===== config.mk =====
export PLATFORM = sky130hd
export DESIGN_NAME = mpad_queue
export DESIGN_NICKNAME = d
export VERILOG_FILES = /design/src/rtl/core/mpad_pkg.sv /design/src/rtl/core/mpad_queue.sv
export SDC_FILE = /design/constraint.sdc
export NUM_CORES = 1
export LEC_CHECK = 0
export ABC_AREA = 0
export ABC_CLOCK_PERIOD_IN_PS = 4100
export BUFFER_PORTS_ARGS = -buffer_cell sky130_fd_sc_hd__buf_2
export CAP_MARGIN = 20
export CORE_UTILIZATION = 38
export CTS_CLUSTER_DIAMETER = 120
export DETAILED_ROUTE_END_ITERATION = 16
export PLACE_DENSITY = 0.73
export RECOVER_POWER = 50
export SKIP_CTS_REPAIR_TIMING = 1
export SYNTH_ARGS = -nofsm -noshare
export SYNTH_HDL_FRONTEND = slang
export SYNTH_SLANG_ARGS = --single-unit

===== constraint.sdc =====
create_clock -name clk -period 4.1 [get_ports clk]
set_input_delay 0.205 -clock clk [delete_from_list [all_inputs] [get_ports clk]]
set_output_delay 0.205 -clock clk [all_outputs]
set_load 0.005 [all_outputs]

===== src/rtl/core/mpad_pkg.sv =====
// ----------------------------------------------------------------------------
// mpad_pkg
// Shared types and constants of the message period anomaly detector.
// ----------------------------------------------------------------------------
package mpad_pkg;

  // Field widths fixed by the interface
  localparam int KIND_W   = 1;
  localparam int CAN_ID_W = 29;
  localparam int TIME_W   = 32;
  localparam int PERIOD_W = 16;
  localparam int TOL_W    = 16;
  localparam int DEV_W    = 33;
  localparam int VERD_W   = 2;

  // period_ms * 1000 fits in 26 bits (65535000 < 2^26)
  localparam int PROD_W   = 26;
  localparam logic [9:0] US_PER_MS = 10'd1000;

  localparam logic [TOL_W-1:0] TOL_RESET = 16'd6000;

  // Parameter defaults
  localparam int ID_BITS_DEFAULT     = 12;
  localparam int TIME_BITS_DEFAULT   = 32;
  localparam int QUEUE_DEPTH_DEFAULT = 2;

  // Item kinds
  localparam logic KIND_FRAME = 1'b0;
  localparam logic KIND_LOAD  = 1'b1;

  typedef enum logic [VERD_W-1:0] {
    VERDICT_OK         = 2'd0,
    VERDICT_BAD_TIMING = 2'd1,
    VERDICT_UNKNOWN    = 2'd2,
    VERDICT_IGNORED    = 2'd3
  } verdict_t;

  // One classified word waiting between front and back
  typedef struct packed {
    logic                kind;
    logic                ignored;
    logic [CAN_ID_W-1:0] can_id;
    logic [TIME_W-1:0]   time_us;
    logic [PERIOD_W-1:0] period_ms;
  } item_t;

  typedef enum logic [1:0] {
    B_CLEAR,
    B_IDLE,
    B_CALC,
    B_FIN
  } back_state_t;

endpackage


===== src/rtl/core/mpad_queue.sv =====
// ----------------------------------------------------------------------------
// mpad_queue
// Short FIFO of classified words between front and back.
// ----------------------------------------------------------------------------
module mpad_queue import mpad_pkg::*; #(
  parameter int DEPTH = QUEUE_DEPTH_DEFAULT
) (
  input  logic  clk,
  input  logic  rst,
  input  logic  push,
  input  item_t push_word,
  input  logic  pop,
  output item_t head,
  output logic  full,
  output logic  empty
);

  localparam int PTR_W = (DEPTH > 1) ? $clog2(DEPTH) : 1;
  localparam int CNT_W = $clog2(DEPTH + 1);

  item_t             entries [DEPTH];
  logic [PTR_W-1:0]  wr_ptr;
  logic [PTR_W-1:0]  rd_ptr;
  logic [CNT_W-1:0]  count;

  assign full  = (count == CNT_W'(DEPTH));
  assign empty = (count == '0);
  assign head  = entries[rd_ptr];

  always_ff @(posedge clk) begin
    if (push) begin
      entries[wr_ptr] <= push_word;
    end
  end

  always_ff @(posedge clk) begin
    if (rst) begin
      wr_ptr <= '0;
      rd_ptr <= '0;
      count  <= '0;
    end else begin
      if (push) begin
        wr_ptr <= (wr_ptr == PTR_W'(DEPTH - 1)) ? '0 : wr_ptr + 1'b1;
      end
      if (pop) begin
        rd_ptr <= (rd_ptr == PTR_W'(DEPTH - 1)) ? '0 : rd_ptr + 1'b1;
      end
      case ({push, pop})
        2'b10:   count <= count + 1'b1;
        2'b01:   count <= count - 1'b1;
        default: count <= count;
      endcase
    end
  end

endmodule


Yosys cells after proc, flatten, opt, wreduce, memory -nomap -nowiden

Memory sizes are Yosys's and may differ from the RTL's. A register that Yosys moved wholly into a read port is not among the register bits.
Cells that the tools add are included.

Add/sub/neg operators: 4
Multipliers: 0
Div/mod/pow operators: 0
Order comparisons: 0
Eq/ne operators: 3
Shifts and indexed selects: 0
Mux-type cells: 7
Bitwise operators: 0
Reduce and logical (&&, ||, !) cells: 2

Operators by type and width:

| kind                                                 | number |
|---|---|
| 2-to-1 mux 1 bit                                     | 6 |
| equality test 2 bit (second input constant)          | 2 |
| case mux 2 bit (2 select lines)                      | 1 |
| adder 1 bit (second input constant)                  | 2 |
| adder 2 x 1 -> 2 bit (second input constant)         | 1 |
| equality test 2 x 1 -> 1 bit (second input constant) | 1 |
| logical NOT 2 bit                                    | 1 |
| nonzero test 2 bit                                   | 1 |
| subtractor 2 x 1 -> 2 bit (second input constant)    | 1 |

Register bits: 4
Latch bits: 0
Bits in writable memories: 158
ROM bits: 0
Bits of input ports: 83
Word-level logic and storage cells: 20
Memories: 1

Memory list:

| name    | depth | bits a word | rd ports | clocked after Yosys merged registers in | wr ports | RTL line         | source |
|---|---|---|---|---|---|---|---|
| entries | 2     | 79          | 1        | 1                                       | 1        | mpad_queue.sv:21 | `item_t entries [DEPTH];` |

Depth between registers and ports, before layout

Word-level depth: 4
Gate-level depth with buffers: 5
Gate-level depth less buffers: 5

Worst setup path after synthesis

No wires, ideal clock.

Kind: reg2reg
Start: register wr_ptr
End: memory entries[0][0] (netlist bit) (enable)
Library setup time: 0.519 ns
Arrival: 3.623 ns
Data required time: 3.581 ns
Slack: -0.042 ns
Cell stages (with the launch flop): 2
Path buffers: 0
Clock period less this slack: 4.142 ns
Path through: dfxtp_1 -> nor2_1

RTL lines:

| element                | RTL line         | source |
|---|---|---|
| from (decl)            | mpad_queue.sv:22 | `logic [PTR_W-1:0] wr_ptr;` |
| from (signal assigned) | mpad_queue.sv:43 | `wr_ptr <= (wr_ptr == PTR_W'(DEPTH - 1)) ? '0 : wr_ptr + 1'b1;` |
| to (decl)              | mpad_queue.sv:21 |  |

Straight into the memory's write port.

Worst setup path after layout

Start: register wr_ptr
End: memory entries[0][33] (netlist bit) (enable)

Straight into the memory's write port.

==> out/metrics.csv <==
metric;value;unit
path_class;flip-flop to flip-flop;
yosys_register_bits;163;
hold_path.class;primary input to flip-flop;
final-max-slew-violation-count;31;
grt_pass1_vias;3249;
drt_iter0_markers;154;
ys_seq_area_share;82.2;%
root_buffer;clkbuf_16;
crit_family;buffers and inverters;
ant_nets;0;
first_pass_iters;6;
drive_above_1_share;41.4;%
r2r_cells;2;
holdPathStages;3;
critPathSlowestCell;clkbuf_1;
path_cells;nor2_1 -> clkbuf_1;
dp_hpwl;6500;um
ctsLongestPathBuffers;2;
fp.dieH;127;um
path_buf_inv;1;
setup_viol;0;
cp_max_fo;30;
nets;608;
clock_latency;410;ps
routed_via_density;4.63;
r2r_start;wr_ptr;
cts_tree;yes;
synth_ff_type;edfxtp_1;
diodes;0;
wire_per_inst;16.1;um
syn_area;0.00590;mm2
synth_top_cell_area_share;80.5;%
start_util;38.9;%
end_kind;flip-flop;
syn-num-nets;352;
tightest_slew;1750;ps
cts.sinks;163;
rsz0062_at_grt;false;
row_count;45;
syn2layout_area_growth;39.6;%
rrSetupSlack;1440;ps
grt.overflow.total;0;
pin_count;164;
clk_pin_slew;60;ps
max_slew_margin;-16.7;%
layout_min_cycle_time;2660;ps
peakVddDrop;0.286;mV
yosysWarnings;0;
wirelength;11600;um
fin_area;0.00823;mm2
start_kind;flip-flop;
layout_common_cells;edfxtp_1, buf_2, dlygate4sd3_1;
gp_congestion;0.697;
cts_buffers;17;
synth.distinct_cells;15;
synth.avg_cell_area;22.0;um2
antenna_found_initial;0;
crit_arrival;2660;ps
critPathMaxStageDelay;1320;ps
synth_cells;268;
fmax;376;MHz
hold_viol_final;0;
yosysTopAreaCell;edfxtp_1;
violations;capacitance limit, slew limit;
r2r_end;entries[0][33];
timing.final.crit_share;64.9;%
num_vias;3349;
synthArstFlopShare;0;%
fillers;1207;
powerDensity;470;mW/mm2
grt_max_degree;80;
synth_edf_count;158;
ctsHtreeMaxLevel;4;
coreArea;0.0151;mm2
drv_cap;1;
setup_tns;0;ps
cp.required;4110;ps
total_leakage_power;2.98;nW
drcViolationCount;0;
grt_first_pass_wirelength;16100;um
status;finished with violations;
portBuffers;163;
synth_area_leaders;edfxtp_1, mux2_2, dfxtp_1;
grt_usage;13.6;%
dieArea;0.0160;mm2
die_x;127;um
final_common_cell;edfxtp_1;
dpl_cell_area;0.00692;mm2
finClkSkew;4.21;ps
worstHoldStart;pop;
[through the flow]
step | hold slack (ps) | cells | power [W] | utilization [%] | setup WS, ps
4_1_cts | -47.9 | 642 | 0.00386 | 49.4 | 1770
5_1_grt | 107 | 724 | 0.00402 | 54.3 | 1240
3_3_place_gp | 392 | 611 | 0.00235 | 45.7 | 2190
2_1_floorplan | 274 | 268 | 0.00219 | - | 1270
6_report | 104 | 724 | 0.00387 | 54.3 | 1440
3_5_place_dp | 396 | 611 | 0.00237 | 45.7 | 2090
[sequential cells by signal, indices dropped and copies added (netlist names), named ones only]
signal,count
rd_ptr,1
wr_ptr,1
entries,158
count,2
[routing by layer]
layer | track usage [%] | vias up | routed length, um
met1 | 15.9 | 1641 | 4860
met4 | 5.95 | 0 | 197
met3 | 4.72 | 18 | 622
met2 | 22.8 | 120 | 5950
li1 | - | 1570 | -
met5 | 0 | - | 0
[logic make-up after synthesis]
family | Yosys count | share of synthesized area, %
simple gates | 9 | 0.743
fa+ha+maj | 1 | 0.212
buf+inv | 10 | 1.04
compound gates | 2 | 0.170
mux | 79 | 15.1
xor+xnor | 4 | 0.594
flops | 163 | 82.2
[area by class of cell]
type,instances,area [um2],area share [%]
timing repair buffer,246,1600,19.4
sequential,163,4850,58.9
multi-input combinational,95,993,12.1
tap,188,235,2.86
clock buffer,21,440,5.35
inverter,1,3.75,0.0456
clock inverter,10,111,1.35
[worst max path at each step]
stage	startpoint	endpoint	slack, ps	cells after the start
after floorplan	wr_ptr	entries[0][0]	1270	1
after global placement	push	entries[0][11]	2190	4
after detailed placement	push	entries[0][13]	2090	4
after CTS	flip-flop	head[18]	1770	2
after global routing	wr_ptr	entries[0][39]	1240	2
final	wr_ptr	entries[0][33]	1440	2
[report_power, final]
group          internal, W  switching [W]
combinational     0.000226       0.000161
clock             0.000887       0.000597
sequential         0.00194      0.0000546
[synthesized netlist by cell type (2+ instances only)]
cell type	instances
buf_6	2
mux2_2	79
buf_2	7
dfxtp_1	5
edfxtp_1	158
nor2_1	6
xnor2_1	3
[worst register-to-register path, stage by stage (launching register included)]
cell      delay [ps]
dfxtp_1          350
nor2_1           560
clkbuf_1        1320
No activity file was read; power rests on OpenSTA's default activity.
