--- src/rtl/core/mpad_pkg.sv ---
// ----------------------------------------------------------------------------
// mpad_pkg
// Shared types and constants of the message period anomaly detector.
// ----------------------------------------------------------------------------
package mpad_pkg;

  // Field widths fixed by the interface
  localparam int KIND_W   = 1;
  localparam int CAN_ID_W = 29;
  localparam int TIME_W   = 32;
  localparam int PERIOD_W = 16;
  localparam int TOL_W    = 16;
  localparam int DEV_W    = 33;
  localparam int VERD_W   = 2;

  // period_ms * 1000 fits in 26 bits (65535000 < 2^26)
  localparam int PROD_W   = 26;
  localparam logic [9:0] US_PER_MS = 10'd1000;

  localparam logic [TOL_W-1:0] TOL_RESET = 16'd6000;

  // Parameter defaults
  localparam int ID_BITS_DEFAULT     = 12;
  localparam int TIME_BITS_DEFAULT   = 32;
  localparam int QUEUE_DEPTH_DEFAULT = 2;

  // Item kinds
  localparam logic KIND_FRAME = 1'b0;
  localparam logic KIND_LOAD  = 1'b1;

  typedef enum logic [VERD_W-1:0] {
    VERDICT_OK         = 2'd0,
    VERDICT_BAD_TIMING = 2'd1,
    VERDICT_UNKNOWN    = 2'd2,
    VERDICT_IGNORED    = 2'd3
  } verdict_t;

  // One classified word waiting between front and back
  typedef struct packed {
    logic                kind;
    logic                ignored;
    logic [CAN_ID_W-1:0] can_id;
    logic [TIME_W-1:0]   time_us;
    logic [PERIOD_W-1:0] period_ms;
  } item_t;

  typedef enum logic [1:0] {
    B_CLEAR,
    B_IDLE,
    B_CALC,
    B_FIN
  } back_state_t;

endpackage

--- src/rtl/core/mpad_front.sv ---
// ----------------------------------------------------------------------------
// mpad_front
// Accepts input words, flags out-of-range identifiers and pushes to the queue.
// ----------------------------------------------------------------------------
module mpad_front import mpad_pkg::*; #(
  parameter int ID_BITS = ID_BITS_DEFAULT
) (
  input  logic                item_valid,
  output logic                item_stall,
  input  logic                kind,
  input  logic [CAN_ID_W-1:0] can_id,
  input  logic [TIME_W-1:0]   time_us,
  input  logic [PERIOD_W-1:0] period_ms,
  input  logic                clearing,
  input  logic                q_full,
  output logic                q_push,
  output item_t               q_word
);

  logic ignored;

  // Identifiers at or above 2^ID_BITS - 1 are out of range
  assign ignored = (|can_id[CAN_ID_W-1:ID_BITS]) || (&can_id[ID_BITS-1:0]);

  // Hold off while the tables are swept or the queue is full
  assign item_stall = clearing || q_full;
  assign q_push     = item_valid && !item_stall;

  always_comb begin
    q_word.kind      = kind;
    q_word.ignored   = ignored;
    q_word.can_id    = can_id;
    q_word.time_us   = time_us;
    q_word.period_ms = period_ms;
  end

endmodule

--- config.mk ---
export PLATFORM = sky130hd
export DESIGN_NAME = mpad_front
export DESIGN_NICKNAME = d
export VERILOG_FILES = /design/src/rtl/core/mpad_pkg.sv /design/src/rtl/core/mpad_front.sv
export SDC_FILE = /design/constraint.sdc
export NUM_CORES = 1
export LEC_CHECK = 0
export BUFFER_PORTS_ARGS = -buffer_cell sky130_fd_sc_hd__buf_2
export CORE_AREA = 2 2 63 65
export DETAILED_ROUTE_END_ITERATION = 7
export DIE_AREA = 0 0 65 67
export PLACE_DENSITY = 0.73
export REMOVE_ABC_BUFFERS = 1
export SLEW_MARGIN = 10
export SYNTH_ARGS = -nofsm -noshare
export SYNTH_HDL_FRONTEND = slang
export SYNTH_SLANG_ARGS = --single-unit
--- constraint.sdc ---
create_clock -name vclk -period 1.32
set_clock_uncertainty 0.1 [all_clocks]
set_input_delay 0.198 -clock vclk [all_inputs]
set_output_delay 0.198 -clock vclk [all_outputs]
set_load 0.01 [all_outputs]
# Word-level counts from Yosys, hierarchy flattened

Index checks and enable logic that the tools add are counted.

Bits in registers: 0
Bits of input ports: 81
Output and inout bits: 81
Word-level logic and storage cells: 6

Reductions and logical operators: 6

Operators by type and width:

| operator             | count |
|---|---|
| 17-bit OR reduction  | 1 |
| 12-bit AND reduction | 1 |
| 1-bit logical OR     | 2 |
| 1-bit logical AND    | 1 |
| 1-bit zero test      | 1 |

# Depth between registers and ports, before layout

Gate-level depths: netlist of run 1.

Depth after elaboration: 3
Gate-level depth with buffers: 4
Depth with buffers taken out: 3

# Worst setup path before layout of run 1

Ideal clock, no wire load.

Path type: input port to output port
Start: input can_id[28]
End: output q_word[77] (netlist name)
Arrival time: 1.042 ns
Required time: 1.022 ns
Setup slack: -0.020 ns
Stages: 3
Path buffers: 1
Cell sequence: or3_1 -> or3_1 -> buf_4

Word-level cells in the longest chain between the ends: 2

Ends and longest elaborated chain:

| what                | line             | source |
|---|---|---|
| from (decl)         | mpad_front.sv:11 | `input logic [CAN_ID_W-1:0] can_id,` |
| 17-bit OR reduction | mpad_front.sv:23 | `assign ignored = (\|can_id[CAN_ID_W-1:ID_BITS]) \|\| (&can_id[ID_BITS-1:0]);` |
| 1-bit logical OR    | mpad_front.sv:23 |  |
| to (decl)           | mpad_front.sv:17 | `output item_t q_word` |

Every way passes these cells.

==> run_results.csv, run 1 <==
group,metric,value,unit
placement,gp_congestion,1.01,
power,p_sw,88.2,uW
power,pwr-share-seq,0,%
finish,seq_cells,0,
worst_setup_path,path_class,"in -> out",
power,combPwrFrac,100.0,%
yosys,seq_area_frac_synth,0,%
power,switching_share,50.9,%
finish,register_area,0,um^2
worst_setup_path,critPathBufInv,2,
worst_setup_path,cpPeakStageDelay,0.38,ns
die,dieArea,4360,um^2
power,p_clk_share,0,%
detailed_routing,drc,0,
placement,placed_cells,126,
timing,setup_violations,1,
finish,final_util,15.3,%
finish,final_cell_mix,"buf_2 (57), buf_6 (7), nand4_1 (4)",
timing,post-route-period-util,113,%
timing,maxSlewViolCount,0,
power,peakVddDrop,0.0406,mV
global_routing,grt_usage,21.2,%
die,die_h,67,um
detailed_routing,postRouteAntennaNets,0,
timing,worst_pin_slew,0.203,ns
flow_run,cap_violations,0,
finish,area_growth,-19.9,%
detailed_routing,firstDrtPassIters,4,
die,ios,162,
global_routing,grt_pass1_wl,5740,um
timing,setup_slack,-0.170,ns
worst_setup_path,critPathMaxFanout,2,
finish,drive_gt1_share,88.5,%
power,p_int,84.9,uW
placement,io_buffers,64,
yosys,syn-cell-area,691,um^2
finish,diodes,0,
status,violations,"setup timing",
worst_setup_path,start_kind,"input port",
yosys,ys_types,8,
die,die_w,65,um
worst_hold_path,hold_path.class,"in -> out",
finish,nClkBuffers,0,
power,p_leak,0.291,nW
timing,rsz0062_at_grt,"yes",
detailed_routing,vias_per_cell,4.50,
yosys,yosys_warnings,0,
status,run_status,"finished with violations",
timing,slew_headroom,86.4,%
timing,post-route-min-period,1.49,ns
power,p_per_area,313,nW/um^2
worst_setup_path,crit_family,"simple AND/OR/NAND/NOR gates",
global_routing,overflow,0,
die,core,3610,um^2
finish,fin_nets,161,
yosys,synthCells,93,
timing,fmax,671,MHz
die,rows,22,
worst_setup_path,required,1.02,ns
finish,finalNonFillerCells,126,
global_routing,antenna_found_initial,0,
detailed_routing,drt_iter0_markers,34,
worst_setup_path,crit_chain,"buf_6 -> nor4_4 -> nand4_1 -> or3_4 -> buf_6",
finish,nFillCells,425,
global_routing,grt_max_degree,3,
worst_setup_path,crit_arrival,1.19,ns
worst_setup_path,endpoint_kind,"primary output",
worst_setup_path,crit_slowest_cell,"or3_4",
yosys,syn_avg_cell_area,7.43,um^2
timing,report.final.hold_viol_count,0,
finish,final_common_cell,"buf_2",
die,initial_utilization,19.2,%
detailed_routing,vias,567,
global_routing,first_global_vias,574,
detailed_routing,wl_per_cell,39.4,um
detailed_routing,drt_wl_total,4960,um
worst_setup_path,crit_top_cell,"buf_6",
cts,holdBufCountCts,0,
## stage by stage
| step | worst slack, ns | TNS (ns) | area (um^2) | power (mW) | hold slack, ns |
|---|---|---|---|---|---|
| global route | -0.217 | -0.217 | 553 | 0.185 | 0.296 |
| global placement | -0.248 | -0.248 | 478 | 0.150 | 0.296 |
| floorplan | 0.0655 | 0 | 97.6 | 0.0101 | 0.296 |
| CTS | -0.205 | -0.205 | 533 | 0.167 | 0.296 |
| finish | -0.170 | -0.170 | 553 | 0.173 | 0.296 |
| detailed placement | -0.221 | -0.221 | 478 | 0.151 | 0.296 |
## per-layer routing
layer  vias to the layer above  global-route usage (%)  wire, um
met5                         -                    6.94        26
met4                         2                    16.0       399
met3                        18                    24.0      1210
met2                       138                    35.3      2410
met1                       221                    11.6       921
li1                        188                       -         -
## synth_stat cells
master    n  share of area [%]
nor3_1    1               0.72
inv_1     1               0.54
or2_2     1               0.91
buf_4    79                 86
or3_1     2                1.8
nand4_1   4                3.6
nor4_2    3                5.4
nor2_1    2                1.1
## area by class of cell
class | count | area [um^2] | area share (%)
Inverter | 1 | 3.75 | 0.679
Multi-Input combinational cell | 13 | 125 | 22.6
Tap cell | 48 | 60.1 | 10.9
Timing Repair Buffer | 64 | 364 | 65.8
## power groups by stage
stage	sequential (mW)	combinational, mW	clock [mW]
floorplan	0	0.0101	0
global placement	0	0.150	0
detailed placement	0	0.151	0
CTS	0	0.167	0
global route	0	0.185	0
finish	0	0.173	0
## repair_timing
action                                  4_1_cts  5_1_grt
buffers inserted                              0        0
endpoints found under the setup margin        1        1
gates resized for setup                       8        4
pin swaps                                     5        4
## worst paths after layout
| check | from | end | cells past startpoint |
|---|---|---|---|
| worst max-delay path | can_id[21] | q_word[77] | 5 |
| worst min-delay path | period_ms[11] | q_word[11] | 0 |
## kinds of logic (layout without fill, tap and decap cells)
group / count (synthesis) / after routing / share of synthesized area [%]
buf+inv: 80 / 65 / 86.4
simple gates: 13 / 13 / 13.6
Power figures use the tool's default switching activity.
==> run 2: changes to the inputs <==
==> constraint.sdc (replaced) <==
create_clock -name vclk -period 1.32
set_clock_uncertainty 0.1 [all_clocks]
set_input_delay 0.264 -clock vclk [all_inputs]
set_output_delay 0.264 -clock vclk [all_outputs]
set_load 0.01 [all_outputs]
==> run_results.csv, run 2 (synthesis gave the netlist of run 1 again) <==
group,metric,value,unit
finish,final_common_cell,"buf_2",
global_routing,busiest_layer,"met2",
finish,diodes,0,
cts,holdBufCountCts,0,
detailed_routing,drc,0,
global_routing,grt_pass1_wl,5820,um
worst_setup_path,crit_top_cell,"buf_6",
worst_setup_path,critPathMaxFanout,2,
detailed_routing,firstDrtPassIters,2,
global_routing,grtUsageMet1,11.1,%
timing,setup_violations,1,
timing,fmax,614,MHz
status,violations,"setup timing",
worst_setup_path,crit_start,"can_id[26]",
worst_setup_path,endpoint_kind,"primary output",
finish,register_area,0,um^2
global_routing,first_global_vias,561,
power,peakVddDrop,0.0419,mV
timing,rsz0062_at_grt,"yes",
finish,finalNonFillerCells,127,
timing,worst_pin_slew,0.203,ns
detailed_routing,drt_wl_total,4990,um
timing,whs,0.428,ns
worst_setup_path,crit_slowest_cell,"or3_4",
worst_hold_path,hold_path.class,"in -> out",
power,p_leak,0.298,nW
detailed_routing,vias_per_cell,4.48,
placement,dp_slack,-0.346,ns
worst_setup_path,path_class,"in -> out",
placement,io_buffers,64,
placement,placed_cells,127,
die,rows,22,
status,run_status,"finished with violations",
die,die_w,65,um
finish,nClkBuffers,0,
die,ios,162,
die,die_h,67,um
detailed_routing,drt_iter0_markers,25,
die,core,3610,um^2
worst_setup_path,cpPeakStageDelay,0.38,ns
global_routing,grt_max_degree,3,
finish,fin_nets,162,
placement,gp_congestion,1.01,
detailed_routing,wl_per_cell,39.3,um
detailed_routing,postRouteAntennaNets,0,
finish,area_growth,-18.3,%
timing,maxSlewViolCount,0,
worst_setup_path,required,0.96,ns
worst_setup_path,start_kind,"input port",
timing,slew_headroom,86.4,%
finish,drive_gt1_share,88.6,%
finish,seq_cells,0,
global_routing,met2_usage,39.0,%
finish,final_cell_mix,"buf_2 (57), buf_6 (6), nand4_1 (4)",
global_routing,use_met3,24.2,%
global_routing,antenna_found_initial,0,
global_routing,overflow,0,
finish,final_util,15.6,%
worst_setup_path,crit_end,"q_word[77]",
timing,post-route-period-util,123,%
timing,report.final.hold_viol_count,0,
worst_setup_path,crit_chain,"buf_6 -> nor4_4 -> nand4_1 -> or3_4 -> buf_6",
flow_run,cap_violations,0,
power,p_per_area,312,nW/um^2
global_routing,grt_usage,21.4,%
detailed_routing,vias,569,
cts,postCtsSetupRepairBufs,0,
timing,setup_slack,-0.309,ns
worst_setup_path,crit_arrival,1.26,ns
die,dieArea,4360,um^2
die,initial_utilization,19.2,%
timing,post-route-min-period,1.63,ns
## run 2: changes by cell type in the layout (fill, tap and decap cells not counted)
cell,delta
buf_8,+1
buf_6,-1
buf_4,+1
## run 2: per-stage QoR
step	TNS (ns)	instance area [um^2]	power, mW
2_1_floorplan	-0.0665	97.6	0.0101
3_3_place_gp	-0.381	485	0.152
3_5_place_dp	-0.346	485	0.153
4_1_cts	-0.335	556	0.174
5_1_grt	-0.372	564	0.190
6_report	-0.309	564	0.176
## run 2: power breakdown
part / total (mW) / internal (mW) / switching [mW]
logic: 0.176 / 0.0879 / 0.0882
clock network: 0 / 0 / 0
registers: 0 / 0 / 0
total: 0.176 / 0.0879 / 0.0882
## run 2: worst min-delay path by stage
| stage | slack (ns) | cells past startpoint | to | from |
|---|---|---|---|---|
| 2_1_floorplan | 0.43 | 0 | q_word[0] | period_ms[0] |
| 3_3_place_gp | 0.43 | 0 | q_word[11] | period_ms[11] |
| 3_5_place_dp | 0.43 | 0 | q_word[11] | period_ms[11] |
| 4_1_cts | 0.43 | 0 | q_word[11] | period_ms[11] |
| 5_1_grt | 0.43 | 0 | q_word[11] | period_ms[11] |
| 6_report | 0.43 | 0 | q_word[11] | period_ms[11] |
## run 2: cell type report
class              instances  area [um^2]
multi-input cells         13          125
inverters                  1         3.75
repair buffers            65          375
fillers                  422         3040
well taps                 48         60.1
## run 2: what timing repair did
action | 4_1_cts | 5_1_grt
gates cloned | 0 | 0
setup endpoints to repair | 1 | 1
gates resized for setup | 10 | 2
pin swaps | 5 | 3
## run 2: layer usage
layer,part of all wire [%],up-vias,wire [um]
met5,0.60,-,30
met1,19,236,946
met2,51,130,2560
met3,24,12,1170
li1,-,189,-
met4,5.7,2,282
## run 2: critical path: cells and delay by family
family | cells | cell delay, ns
and+or+nand+nor | 3 | 0.76
buffers and inverters | 2 | 0.23
==> run 3: changes to the inputs <==
- clock period: 1.32 -> 1.3 ns (I/O delays scaled with it)
==> run_results.csv, run 3 (synthesis gave the netlist of run 1 again) <==
group,metric,value,unit
die,die_w,65,um
global_routing,antenna_found_initial,0,
worst_setup_path,crit_arrival,1.26,ns
worst_setup_path,cpPeakStageDelay,0.38,ns
die,initial_utilization,19.2,%
timing,rsz0062_at_grt,"yes",
status,run_status,"finished with violations",
timing,setup_violations,1,
detailed_routing,vias,562,
finish,diodes,0,
power,combPwrFrac,100.0,%
power,peakVddDrop,0.0383,mV
power,p_per_area,318,nW/um^2
worst_setup_path,required,0.94,ns
worst_setup_path,endpoint_kind,"primary output",
worst_setup_path,start_kind,"input port",
power,p_clk_share,0,%
finish,final_cell_mix,"buf_2 (58), buf_6 (5), nand4_1 (4), buf_4 (4), nor4_4 (3)",
global_routing,first_global_vias,542,
timing,fmax,619,MHz
power,p_sw,90.0,uW
power,design_power_total,183,uW
power,p_leak,0.308,nW
global_routing,overflow,0,
worst_setup_path,crit_family,"simple AND/OR/NAND/NOR gates",
die,rows,22,
global_routing,grt_pass1_wl,5680,um
worst_hold_path,worstHoldStart,"period_ms[11]",
worst_setup_path,critPathMaxFanout,2,
detailed_routing,firstDrtPassIters,4,
worst_setup_path,crit_chain,"buf_8 -> nor4_4 -> nand4_1 -> or3_1 -> buf_6",
status,violations,"setup timing",
cts,postCtsSetupRepairBufs,0,
detailed_routing,drt_wl_total,4890,um
worst_hold_path,whs_path_depth,0,
timing,post-route-min-period,1.62,ns
worst_setup_path,crit_slowest_cell,"or3_1",
finish,seq_cells,0,
placement,gp_congestion,1.04,
timing,worst_pin_slew,0.218,ns
placement,io_buffers,64,
worst_setup_path,critPathBufInv,2,
worst_setup_path,path_class,"in -> out",
finish,drive_gt1_share,87.8,%
detailed_routing,drt_iter0_markers,18,
finish,final_common_cell,"buf_2",
global_routing,grt_usage,21.0,%
detailed_routing,drc,0,
finish,register_area,0,um^2
worst_setup_path,crit_start,"can_id[17]",
detailed_routing,postRouteAntennaNets,0,
finish,fin_nets,165,
flow_run,cap_violations,0,
detailed_routing,vias_per_cell,4.32,
global_routing,grt_max_degree,3,
die,dieArea,4360,um^2
finish,area_growth,-16.7,%
die,ios,162,
finish,nClkBuffers,0,
worst_hold_path,hold_path.class,"in -> out",
power,pwr-share-seq,0,%
timing,maxSlewViolCount,0,
detailed_routing,wl_per_cell,37.6,um
die,die_h,67,um
timing,post-route-period-util,124,%
timing,setup_slack,-0.316,ns
die,core,3610,um^2
worst_hold_path,hold_end,"q_word[11]",
power,switching_share,49.2,%
power,p_int,92.8,uW
timing,slew_headroom,85.4,%
placement,dp_slack,-0.390,ns
timing,report.final.hold_viol_count,0,
[run 3: cell type report]
class / instances / area [um^2]
timing repair buffer: 68 / 392
fill: 422 / 3030
inverter: 1 / 3.75
tap: 48 / 60.1
multi-input combinational: 13 / 120
[run 3: routing by layer]
layer	wire length [um]	vias up	part of all wire [%]	track usage (%)
met1	974	217	20	11.7
met5	35	-	0.72	6.94
met3	1120	14	23	23.0
met4	330	2	6.7	12.2
met2	2430	132	50	37.0
li1	-	197	-	-
[run 3: how the worst max path moves through the flow]
| stage | endpoint | slack (ns) | depth (start not counted) |
|---|---|---|---|
| after floorplan | q_word[77] | -0.08 | 2 |
| after global placement | q_word[77] | -0.39 | 5 |
| after detailed placement | q_word[77] | -0.39 | 5 |
| after CTS | q_word[77] | -0.36 | 5 |
| after global routing | q_word[77] | -0.37 | 5 |
| final | q_word[77] | -0.32 | 5 |
[run 3: timing repair]
action	CTS	global route
resized for setup	8	3
pin swaps	5	4
endpoints found under the setup margin	1	1
hold buffers	0	0
[run 3: power groups by stage]
stage | combinational (mW) | clock (mW) | sequential (mW)
after floorplan | 0.0103 | 0 | 0
after global placement | 0.161 | 0 | 0
after detailed placement | 0.162 | 0 | 0
after CTS | 0.176 | 0 | 0
after global routing | 0.195 | 0 | 0
final | 0.183 | 0 | 0
[run 3: through the flow]
stage               util [%]  instances  hold slack (ns)  TNS, ns  instance area (um^2)
floorplan                  -         14            0.420  -0.0785                  97.6
global route            16.0        130            0.420   -0.366                   576
detailed placement      14.1        130            0.420   -0.390                   508
global placement        14.1        130            0.420   -0.392                   508
CTS                     15.4        130            0.420   -0.359                   557
finish                  16.0        130            0.420   -0.316                   576
